File: src/hw/rtl/lzss_pkg.sv
// ----------------------------------------------------------------------------
// lzss_pkg
// Shared types and constants for the LZSS stream decompressor: controller
// states, result source select, status codes and the command and status
// bundles between controller and datapath.
// ----------------------------------------------------------------------------
package lzss_pkg;

  localparam int unsigned BYTE_W     = 8;
  localparam int unsigned SIZE_W     = 24;
  localparam int unsigned DIST_W     = 13;
  localparam int unsigned LEN_W      = 5;

  localparam logic [1:0]  HDR_BYTES_SHORT = 2'd2;
  localparam logic [1:0]  HDR_BYTES_LONG  = 2'd3;
  localparam logic [3:0]  FLAGS_PER_TOKEN = 4'd8;
  localparam logic [DIST_W-1:0] DIST_BIAS = 13'd3;
  localparam logic [LEN_W-1:0]  LEN_BIAS  = 5'd3;

  localparam logic [1:0]  STATUS_RUN     = 2'd0;
  localparam logic [1:0]  STATUS_DONE    = 2'd1;
  localparam logic [1:0]  STATUS_CORRUPT = 2'd2;

  typedef enum logic [2:0] {
    ST_HEADER,
    ST_TOKEN,
    ST_LITERAL,
    ST_MATCH_HI,
    ST_MATCH_LO,
    ST_COPY,
    ST_DONE,
    ST_ERROR
  } ctrl_state_e;

  typedef enum logic [1:0] {
    RES_NONE,
    RES_LIT,
    RES_COPY
  } res_sel_e;

  typedef struct packed {
    logic       header_shift;
    logic       token_load;
    logic       high_load;
    logic       copy_start;
    logic       emit;
    res_sel_e   emit_sel;
    logic       advance;
    logic       res_load;
    res_sel_e   res_sel;
    logic [1:0] res_status;
    logic       res_last;
  } lzss_cmd_t;

  typedef struct packed {
    logic hdr_done;
    logic hdr_zero;
    logic tok_msb;
    logic match_err;
    logic adv_done;
    logic flags_end;
    logic flag_next_msb;
    logic out_free;
    logic copy_ready;
    logic copy_last;
  } lzss_sts_t;

endpackage

File: src/hw/rtl/lzss_ctrl.sv
// ----------------------------------------------------------------------------
// lzss_ctrl
// Controller: decode phase state machine. Decides what each input beat does
// and paces the match copy one byte per free output slot.
// ----------------------------------------------------------------------------
module lzss_ctrl (
  input  logic                 clk_i,
  input  logic                 rst_ni,
  input  logic                 in_valid_i,
  input  logic                 input_over_i,
  output logic                 in_stall_o,
  input  lzss_pkg::lzss_sts_t  sts_i,
  output lzss_pkg::lzss_cmd_t  cmd_o
);

  lzss_pkg::ctrl_state_e state_q, state_d;
  lzss_pkg::ctrl_state_e adv_state;
  logic                  take;
  logic [1:0]            adv_status;

  assign in_stall_o = (state_q == lzss_pkg::ST_COPY) || !sts_i.out_free;
  assign take       = in_valid_i && !in_stall_o;

  // where decoding goes once a literal or a whole match is done
  always_comb begin
    if (sts_i.adv_done) begin
      adv_state = lzss_pkg::ST_DONE;
    end else if (sts_i.flags_end) begin
      adv_state = lzss_pkg::ST_TOKEN;
    end else if (sts_i.flag_next_msb) begin
      adv_state = lzss_pkg::ST_MATCH_HI;
    end else begin
      adv_state = lzss_pkg::ST_LITERAL;
    end
  end
  assign adv_status = sts_i.adv_done ? lzss_pkg::STATUS_DONE : lzss_pkg::STATUS_RUN;

  always_ff @(posedge clk_i or negedge rst_ni) begin
    if (!rst_ni) begin
      state_q <= lzss_pkg::ST_HEADER;
    end else begin
      state_q <= state_d;
    end
  end

  always_comb begin
    state_d = state_q;
    cmd_o   = '0;
    if (state_q == lzss_pkg::ST_COPY) begin
      if (sts_i.copy_ready) begin
        cmd_o.emit     = 1'b1;
        cmd_o.emit_sel = lzss_pkg::RES_COPY;
        cmd_o.res_load = 1'b1;
        cmd_o.res_sel  = lzss_pkg::RES_COPY;
        cmd_o.res_last = sts_i.copy_last;
        if (sts_i.copy_last) begin
          cmd_o.advance    = 1'b1;
          cmd_o.res_status = adv_status;
          state_d          = adv_state;
        end
      end
    end else if (take) begin
      // every beat but a good match word answers with one result at once
      cmd_o.res_load = 1'b1;
      cmd_o.res_sel  = lzss_pkg::RES_NONE;
      cmd_o.res_last = 1'b1;
      if (state_q == lzss_pkg::ST_DONE) begin
        cmd_o.res_status = lzss_pkg::STATUS_DONE;
      end else if (state_q == lzss_pkg::ST_ERROR) begin
        cmd_o.res_status = lzss_pkg::STATUS_CORRUPT;
      end else if (input_over_i) begin
        cmd_o.res_status = lzss_pkg::STATUS_CORRUPT;
        state_d          = lzss_pkg::ST_ERROR;
      end else begin
        case (state_q)
          lzss_pkg::ST_HEADER: begin
            cmd_o.header_shift = 1'b1;
            if (sts_i.hdr_done) begin
              if (sts_i.hdr_zero) begin
                cmd_o.res_status = lzss_pkg::STATUS_DONE;
                state_d          = lzss_pkg::ST_DONE;
              end else begin
                state_d = lzss_pkg::ST_TOKEN;
              end
            end
          end
          lzss_pkg::ST_TOKEN: begin
            cmd_o.token_load = 1'b1;
            state_d = sts_i.tok_msb ? lzss_pkg::ST_MATCH_HI : lzss_pkg::ST_LITERAL;
          end
          lzss_pkg::ST_LITERAL: begin
            cmd_o.emit       = 1'b1;
            cmd_o.emit_sel   = lzss_pkg::RES_LIT;
            cmd_o.advance    = 1'b1;
            cmd_o.res_sel    = lzss_pkg::RES_LIT;
            cmd_o.res_status = adv_status;
            state_d          = adv_state;
          end
          lzss_pkg::ST_MATCH_HI: begin
            cmd_o.high_load = 1'b1;
            state_d         = lzss_pkg::ST_MATCH_LO;
          end
          lzss_pkg::ST_MATCH_LO: begin
            if (sts_i.match_err) begin
              cmd_o.res_status = lzss_pkg::STATUS_CORRUPT;
              state_d          = lzss_pkg::ST_ERROR;
            end else begin
              cmd_o.res_load   = 1'b0;
              cmd_o.copy_start = 1'b1;
              state_d          = lzss_pkg::ST_COPY;
            end
          end
          default: begin
            cmd_o.res_status = lzss_pkg::STATUS_CORRUPT;
            state_d          = lzss_pkg::ST_ERROR;
          end
        endcase
      end
    end
  end

endmodule

File: config.mk
export PLATFORM = sky130hd
export DESIGN_NAME = lzss_ctrl
export DESIGN_NICKNAME = d
export VERILOG_FILES = /design/src/hw/rtl/lzss_pkg.sv /design/src/hw/rtl/lzss_ctrl.sv
export SDC_FILE = /design/constraint.sdc
export NUM_CORES = 1
export LEC_CHECK = 0
export ABC_AREA = 1
export BUFFER_PORTS_ARGS = -buffer_cell sky130_fd_sc_hd__buf_2
export CAP_MARGIN = 20
export CORE_AREA = 2 2 39 41
export CTS_BUF_LIST = sky130_fd_sc_hd__clkbuf_4 sky130_fd_sc_hd__clkbuf_8 sky130_fd_sc_hd__clkbuf_16
export CTS_CLUSTER_SIZE = 20
export DETAILED_ROUTE_END_ITERATION = 8
export DIE_AREA = 0 0 41 43
export PLACE_DENSITY_LB_ADDON = 0.05
export SLEW_MARGIN = 20
export SYNTH_ARGS = -nofsm -noshare
export SYNTH_HDL_FRONTEND = slang
export SYNTH_SLANG_ARGS = --single-unit
File: constraint.sdc
create_clock -name clk_i -period 2.3 [get_ports clk_i]
set_clock_uncertainty 0.1 [all_clocks]
set_input_delay 0.46 -clock clk_i [delete_from_list [all_inputs] [get_ports clk_i]]
set_output_delay 0.46 -clock clk_i [all_outputs]
set_load 0.01 [all_outputs]
==> results of run 1 <==
Yosys cell counts:
library cell and instances:
o21ai_0 5, nand3_4 1, nor2_1 11, nor2_4 1, nand4_1 1, nand3_2 1
nor3_1 3, inv_1 17, a21oi_1 1, nand2_1 41, or2_1 1, inv_2 1
buf_4 3, nand3_1 8, nor2_2 1, dfrtp_1 3, nand3b_1 1
routing by layer:
metal,vias to the layer above,track usage,share of wire
met5,-,0,0
met4,0,0.113,0.017
met3,4,0.0366,0.044
met2,21,0.325,0.48
met1,290,0.218,0.46
li1,367,-,-
layout make-up:
| cell class | count | area, µm² |
|---|---|---|
| well taps | 16 | 20.0 |
| fillers | 166 | 694 |
| multi-input cells | 76 | 345 |
| clock buffers | 4 | 30.0 |
| inverters | 18 | 67.6 |
| repair buffers | 29 | 150 |
| flip-flops and latches | 3 | 76.3 |
worst max-delay path by stage:
stage	from	end	cells after the start
final	state_q[1]	cmd_o[6]	7
after global routing	state_q[1]	cmd_o[9]	7
after CTS	state_q[1]	cmd_o[6]	7
after detailed placement	state_q[1]	cmd_o[6]	7
after global placement	state_q[1]	cmd_o[6]	7
after floorplan	state_q[1]	cmd_o[7]	8
worst max-delay path: cells and delay by family (launching register included):
kind	cells	cell delay (ns)
buf+inv	3	0.35
flops	1	0.45
compound gates	1	0.16
simple gates	3	0.37
repair_timing:
item,4_1_cts,5_1_grt
resized for setup,0,1
hold endpoints to repair,3,0
setup endpoints to repair,0,5
hold buffers,1,0
through the flow:
stage,hold slack (ns),total power [mW]
2_1_floorplan,0.0644,0.480
3_3_place_gp,0.158,0.592
3_5_place_dp,0.160,0.589
4_1_cts,0.440,0.700
5_1_grt,0.467,0.785
6_report,0.453,0.695
power breakdown:
part	leakage [nW]	switching [mW]	total [mW]	internal, mW
Sequential	0.0338	0.0697	0.153	0.0835
Combinational	0.411	0.284	0.439	0.155
Clock	0.0184	0.0260	0.103	0.0767
Total	0.463	0.380	0.695	0.315
kinds of logic (layout without fill, tap and decap cells):
logic type	count (synthesis)	in the layout	share of synthesized area
AO/OA/AOI/OAI	6	6	0.0588
buffers and inverters	21	51	0.176
AND/OR/NAND/NOR	70	70	0.618
flip-flops	3	3	0.147
==> run summary, run 1 <==
Avg Inst Size Synth -> 5.10 µm²
Achievable Freq -> 0.470 GHz
Top post-synthesis cells by area -> nand2_1 (30%), dfrtp_1 (15%), inv_1 (13%)
CTS Buffer Depth -> 2
Via/cell ratio -> 4.67
R2R setup slack -> 0.81 ns
Slowest stage delay, CP -> 0.45 ns
Sequential element share of the synthesized area -> 0.147
Max_cap viols -> 0
Gate Count Post-Synth -> 100
Final design utilization -> 0.498
Syn-to-layout area delta -> 35.0%
Leak -> 0.463 nW
Critical Path RT -> 1.74 ns
Final setup viols -> 0
GP Congestion -> 0.837
HPWL Detailed -> 1.16 mm
Worst reg-to-reg path cell count -> 7
Ys Warns -> 0
Initial antenna violation count -> 0
Num rows -> 14
DP Worst Slack -> 0.309 ns
Die Area -> 0.00176 mm²
Starting Density -> 0.369
Num CTS Buffers -> 3
RSZ-0062 raised after global routing -> no
Total GRT Usage -> 0.196
Most frequent cells in the layout -> nand2_1 (41), buf_2 (28), inv_1 (17), nor2_1 (11), nand3_1 (8)
Clock Tree Root -> clkbuf_4
# clock sinks -> 3
Die W -> 41 µm
Largest fanout on the critical path -> 9
First-pass GRT wire length -> 2.41 mm
Die Y -> 43 µm
Core footprint -> 0.00138 mm²
IO buf count -> 28
Leading area contributor after synthesis -> nand2_1
Worst slew pin tran -> 0.298 ns
FF+latch count, synth -> 3
Grt total ovfl -> 0
Synth cell types -> 17
Max FFs per register -> 3
Setup bufs post-CTS -> 0
ANT nets after route -> 0
Worst-skew pair later-pin latency -> 0.23 ns
CTS H-Tree Depth -> 1
Min cycle time layout -> 2.13 ns
Final WL -> 1.37 mm
Initial DRT Pass Iterations -> 4
Syn_nets -> 114
Outcome -> completed
Routed len/inst -> 9.39 µm
Cells along the critical path -> inv_1, nand3_4, nand3_2, inv_1, nand2_1, o21ai_0, buf_2
CP max stage cell -> dfrtp_2
Yosys top cell area share -> 0.301
Crit path arrival time -> 1.57 ns
DRT iter0 DRCs -> 5
Maximum vdd drop -> 0.603 mV
Drc violations -> 0
Reg2reg start -> state_q[2]
Post-Layout Inst Area -> 689 µm²
Mapped cell area -> 510 µm²
Worst Hold Class -> input pin to asynchronous set/reset pin
Worst path most repeated cell -> inv_1
Top reg by flops -> state_q
Top Registers -> state_q (3)
PD cells -> 1010 mW/mm²
Critical R2R Capture -> state_q[0]
Largest net degree at the start of global routing -> 10
Vias in the first global route -> 632
Max-slew violation count -> 0
Inserted Diodes -> 0
Most common cell after layout, fill and taps aside -> nand2_1
CTS tree -> yes
Relative slew margins -> 0.801
Clk pin slew, worst setup/hold paths -> 0.04 ns
Crit Path Category -> register to primary output
Post-Layout Cell Count -> 146
Layout Nets -> 145
Final Hold Fails -> 0
IO Pins -> 29
Area after DPL -> 648 µm²
Sum Neg Setup Slack -> 0 ns
Period utilization -> 0.926
Post-Place Cells -> 141
Via count -> 682
Critical path endpoint category -> primary output
Layout cells sized above 1 -> 0.292
Setup ws final -> 0.171 ns
Startpoint types -> register
No activity file was read; power rests on OpenSTA's default activity.
==> run 2, diff against run 1 <==
--- a/config.mk
+++ b/config.mk
@@ -8,11 +8,12 @@
 export ABC_AREA = 1
 export BUFFER_PORTS_ARGS = -buffer_cell sky130_fd_sc_hd__buf_2
 export CAP_MARGIN = 20
-export CORE_AREA = 2 2 39 41
+export CORE_ASPECT_RATIO = 0.75
+export CORE_MARGIN = 1.5
+export CORE_UTILIZATION = 23
 export CTS_BUF_LIST = sky130_fd_sc_hd__clkbuf_4 sky130_fd_sc_hd__clkbuf_8 sky130_fd_sc_hd__clkbuf_16
 export CTS_CLUSTER_SIZE = 20
 export DETAILED_ROUTE_END_ITERATION = 8
-export DIE_AREA = 0 0 41 43
 export PLACE_DENSITY_LB_ADDON = 0.05
 export SLEW_MARGIN = 20
 export SYNTH_ARGS = -nofsm -noshare
==> run 2 against run 1 <==
Combinational power up 6.6%. Cell count up 6.8%. Core utilization down 15 points. Die area up 43%.
==> run summary, run 2 (synthesis gave the netlist of run 1 again) <==
Initial antenna violation count -> 0
Max FFs per register -> 3
CP endpoint -> cmd_o[9]
Die W -> 57.4 µm
Pwr Total -> 0.719 mW
Vias in the first global route -> 550
CTS H-Tree Depth -> 1
Layout cells sized above 1 -> 0.303
Critical path endpoint category -> primary output
RSZ-0062 raised after global routing -> no
Startpoint types -> register
Clk pin slew, worst setup/hold paths -> 0.04 ns
HPWL Detailed -> 1.30 mm
Crit Path Category -> register to primary output
Reg2reg start -> state_q[2]
Via/cell ratio -> 4.38
GP Congestion -> 0.793
Worst slew pin tran -> 0.300 ns
Initial DRT Pass Iterations -> 4
CTS tree -> yes
Maximum vdd drop -> 0.286 mV
Starting Density -> 0.249
Period utilization -> 0.929
Top Registers -> state_q (3)
Largest net degree at the start of global routing -> 10
Final setup viols -> 0
Final WL -> 1.52 mm
Max_cap viols -> 0
Largest fanout on the critical path -> 9
Slowest stage delay, CP -> 0.47 ns
Crit path arrival time -> 1.58 ns
Most common cell after layout, fill and taps aside -> nand2_1
Num CTS Buffers -> 3
Layout Nets -> 147
Achievable Freq -> 0.468 GHz
IO Pins -> 29
Drc violations -> 0
Clock Tree Root -> clkbuf_4
DP Worst Slack -> 0.281 ns
Critical Path RT -> 1.74 ns
Die Area -> 0.00251 mm²
Critical R2R Capture -> state_q[0]
Setup ws final -> 0.164 ns
# fillers -> 241
Syn-to-layout area delta -> 40.0%
IO buf count -> 28
Inserted Diodes -> 0
R2R setup slack -> 0.81 ns
Worst Hold Class -> input pin to asynchronous set/reset pin
Outcome -> completed
Worst-skew pair later-pin latency -> 0.23 ns
Leak -> 0.473 nW
DRT iter0 DRCs -> 15
Max-slew violation count -> 0
CP max stage cell -> dfrtp_1
PD cells -> 1010 mW/mm²
Final design utilization -> 0.349
# clock sinks -> 3
CTS Buffer Depth -> 2
Total GRT Usage -> 0.130
First-pass GRT wire length -> 2.46 mm
Cells along the critical path -> nand3_4, nand3_2, inv_1, nand2_1, o21ai_0, buf_2
Core footprint -> 0.00205 mm²
Sum Neg Setup Slack -> 0 ns
Min cycle time layout -> 2.14 ns
Final Hold Fails -> 0
ANT nets after route -> 0
Num rows -> 14
Top reg by flops -> state_q
Crit path launch -> state_q[2]
Most frequent cells in the layout -> nand2_1 (41), buf_2 (28), inv_1 (17), nor2_1 (11), nand3_1 (8)
Routed len/inst -> 9.77 µm
Grt total ovfl -> 0
Via count -> 683
Die Y -> 43.8 µm
Worst reg-to-reg path cell count -> 8
Relative slew margins -> 0.800
-- run 2: cell types whose count changed in the layout (fill, tap and decap cells not counted), sizes merged --
cell	delta
buf	+2
-- run 2: worst max-delay path: cells and delay by family (launching register included) --
family	cells	cell delay, ns
AO/OA/AOI/OAI	1	0.15
buffers and inverters	2	0.26
flip-flops	1	0.47
AND/OR/NAND/NOR	3	0.46
-- run 2: routing by layer --
layer / vias up / track usage / wire (µm)
li1: 368 / - / -
met1: 294 / 0.205 / 822
met2: 21 / 0.166 / 609
met3: 0 / 0.0507 / 93
met4: 0 / 0.0140 / 0
met5: - / 0 / 0
-- run 2: per-stage QoR --
stage | instances | cell area [µm²] | hold slack (ns)
floorplan | 100 | 510 | 0.0644
global placement | 150 | 666 | 0.159
detailed placement | 150 | 666 | 0.158
CTS | 155 | 706 | 0.443
global route | 156 | 714 | 0.446
finish | 156 | 714 | 0.447
-- run 2: worst min-delay path by stage --
stage	slack [ns]	startpoint	to	cells past startpoint
final	0.45	rst_ni	state_q[2]	2
after global routing	0.45	rst_ni	state_q[0]	2
after CTS	0.44	rst_ni	state_q[2]	2
after detailed placement	0.16	rst_ni	state_q[2]	1
after global placement	0.16	rst_ni	state_q[2]	1
after floorplan	0.06	rst_ni	state_q[0]	0
-- run 2: report_power, final --
group	internal [mW]	total (mW)	switching [mW]
clock	0.0767	0.103	0.0263
combinational	0.172	0.468	0.296
sequential	0.0836	0.148	0.0649
total	0.332	0.719	0.387
-- run 2: repair_timing --
action,in CTS,in global routing
setup endpoints to repair,0,7
hold endpoints to repair,3,0
hold buffers,1,0
setup buffers,0,1
gates resized for setup,0,1
-- run 2: area by class of cell --
class                      instances  area [µm²]  share of cell area
inverter                          18        67.6              0.0946
clock buffer                       4        30.0              0.0420
timing repair buffer              31         165               0.231
sequential                         3        76.3               0.107
tap                               24        30.0              0.0420
multi-input combinational         76         345               0.483
==> run 3, diff against run 2 <==
--- a/config.mk
+++ b/config.mk
@@ -8,12 +8,15 @@
 export ABC_AREA = 1
 export BUFFER_PORTS_ARGS = -buffer_cell sky130_fd_sc_hd__buf_2
 export CAP_MARGIN = 20
+export CELL_PAD_IN_SITES_DETAIL_PLACEMENT = 0
+export CELL_PAD_IN_SITES_GLOBAL_PLACEMENT = 1
 export CORE_ASPECT_RATIO = 0.75
 export CORE_MARGIN = 1.5
 export CORE_UTILIZATION = 23
 export CTS_BUF_LIST = sky130_fd_sc_hd__clkbuf_4 sky130_fd_sc_hd__clkbuf_8 sky130_fd_sc_hd__clkbuf_16
 export CTS_CLUSTER_SIZE = 20
 export DETAILED_ROUTE_END_ITERATION = 8
+export GPL_TIMING_DRIVEN = 0
 export PLACE_DENSITY_LB_ADDON = 0.05
 export SLEW_MARGIN = 20
 export SYNTH_ARGS = -nofsm -noshare
==> run 3 against run 2 <==
Global-route usage down 0.69 points. Register-to-register slack worse by 0.05 ns. Fmax down 1.9%. Sequential share of layout area down 0.41 points. Final area up 2.3%. Count of clock-buffer cells in the layout unchanged. Total power up 0.98%. Hold slack worse by 0.0011 ns. Sequential cell count unchanged. Non-clock buffer count up 1. Core utilization up 0.79 points. Sequential power down 14%. Critical endpoint is now cmd_o[7].
==> run summary, run 3 (synthesis gave the netlist of run 1 again) <==
Clk pin slew, worst setup/hold paths -> 0.04 ns
Drc violations -> 0
Critical Path RT -> 1.74 ns
CTS H-Tree Depth -> 1
Total GRT Usage -> 0.123
Final WL -> 1.51 mm
Final setup viols -> 0
Grt total ovfl -> 0
Via/cell ratio -> 4.33
Num CTS Buffers -> 3
Num rows -> 14
Sum Neg Setup Slack -> 0 ns
GP Congestion -> 0.741
Period utilization -> 0.946
Crit path launch -> state_q[1]
Worst reg-to-reg path cell count -> 7
HPWL Detailed -> 1.27 mm
Largest net degree at the start of global routing -> 10
Pwr Total -> 0.726 mW
Die W -> 57.4 µm
DRT iter0 DRCs -> 14
Crit path arrival time -> 1.62 ns
CTS tree -> yes
Layout cells sized above 1 -> 0.308
DP Worst Slack -> 0.306 ns
Initial antenna violation count -> 0
Layout Nets -> 148
Worst Hold Class -> input pin to asynchronous set/reset pin
Setup ws final -> 0.124 ns
Maximum vdd drop -> 0.455 mV
Crit Path Category -> register to primary output
Largest fanout on the critical path -> 9
Vias in the first global route -> 538
Inserted Diodes -> 0
PD cells -> 994 mW/mm²
Top reg by flops -> state_q
Outcome -> completed
R2R setup slack -> 0.76 ns
Die Area -> 0.00251 mm²
Min cycle time layout -> 2.18 ns
Starting Density -> 0.249
# fillers -> 262
CP endpoint -> cmd_o[7]
Setup bufs post-CTS -> 0
Die Y -> 43.8 µm
Clock Tree Root -> clkbuf_4
Via count -> 680
Initial DRT Pass Iterations -> 4
Max_cap viols -> 0
Reg2reg start -> state_q[2]
ANT nets after route -> 0
Most frequent cells in the layout -> nand2_1 (41), buf_2 (28), inv_1 (17), nor2_1 (10), nand3_1 (8)
Max-slew violation count -> 0
IO buf count -> 28
Core footprint -> 0.00205 mm²
Syn-to-layout area delta -> 43.1%
Most common cell after layout, fill and taps aside -> nand2_1
Final Hold Fails -> 0
Worst slew pin tran -> 0.348 ns
RSZ-0062 raised after global routing -> no
Leak -> 0.481 nW
Critical path endpoint category -> primary output
# clock sinks -> 3
Max FFs per register -> 3
IO Pins -> 29
Routed len/inst -> 9.61 µm
Startpoint types -> register
Relative slew margins -> 0.767
Top Registers -> state_q (3)
Achievable Freq -> 0.460 GHz
CTS Buffer Depth -> 2
Critical R2R Capture -> state_q[0]
First-pass GRT wire length -> 2.37 mm
Worst-skew pair later-pin latency -> 0.23 ns
[run 3: worst max-delay path, stage by stage, from the launching register on]
cell and delay, ns:
dfrtp_1 0.35, buf_4 0.17, inv_1 0.09, nand3_4 0.13, nand3_4 0.14, inv_1 0.07, nand2_1 0.14, nor2_2 0.05
buf_4 0.12, buf_2 0.13
[run 3: worst min-delay path by stage]
stage | to | startpoint
2_1_floorplan | state_q[0] | rst_ni
3_3_place_gp | state_q[1] | rst_ni
3_5_place_dp | state_q[0] | rst_ni
4_1_cts | state_q[2] | rst_ni
5_1_grt | state_q[2] | rst_ni
6_report | state_q[2] | rst_ni
[run 3: through the flow]
| step | std cells | hold WS (ns) | utilization | area, µm² |
|---|---|---|---|---|
| after CTS | 157 | 0.444 | 0.352 | 721 |
| after global placement | 152 | 0.155 | 0.332 | 681 |
| final | 157 | 0.446 | 0.357 | 731 |
| after floorplan | 100 | 0.0644 | - | 510 |
| after global routing | 157 | 0.458 | 0.357 | 731 |
| after detailed placement | 152 | 0.156 | 0.332 | 681 |
[run 3: cell type report]
class,count,area (µm²),area share
plain buffers,3,22.5,0.0308
clock buffers,4,30.0,0.0411
inverters,18,67.6,0.0925
multi-input cells,76,355,0.486
flip-flops and latches,3,75.1,0.103
well taps,24,30.0,0.0411
repair buffers,29,150,0.205
[run 3: report_power, final]
part | leakage, nW | internal, mW | switching [mW]
clock | 0.0184 | 0.0768 | 0.0284
combinational | 0.427 | 0.173 | 0.319
sequential | 0.0348 | 0.0814 | 0.0470
[run 3: metal layers]
metal	up-vias	part of all wire	GRT usage
li1	371	-	-
met1	288	0.55	0.193
met2	19	0.39	0.175
met3	2	0.048	0.0179
met4	0	0.0073	0.0279
met5	-	0	0
[run 3: repair_timing]
item                                    4_1_cts  5_1_grt
endpoints found under the setup margin        0        2
gates resized for setup                       0        2
hold buffers                                  1        0
endpoints found under the hold margin         3        0
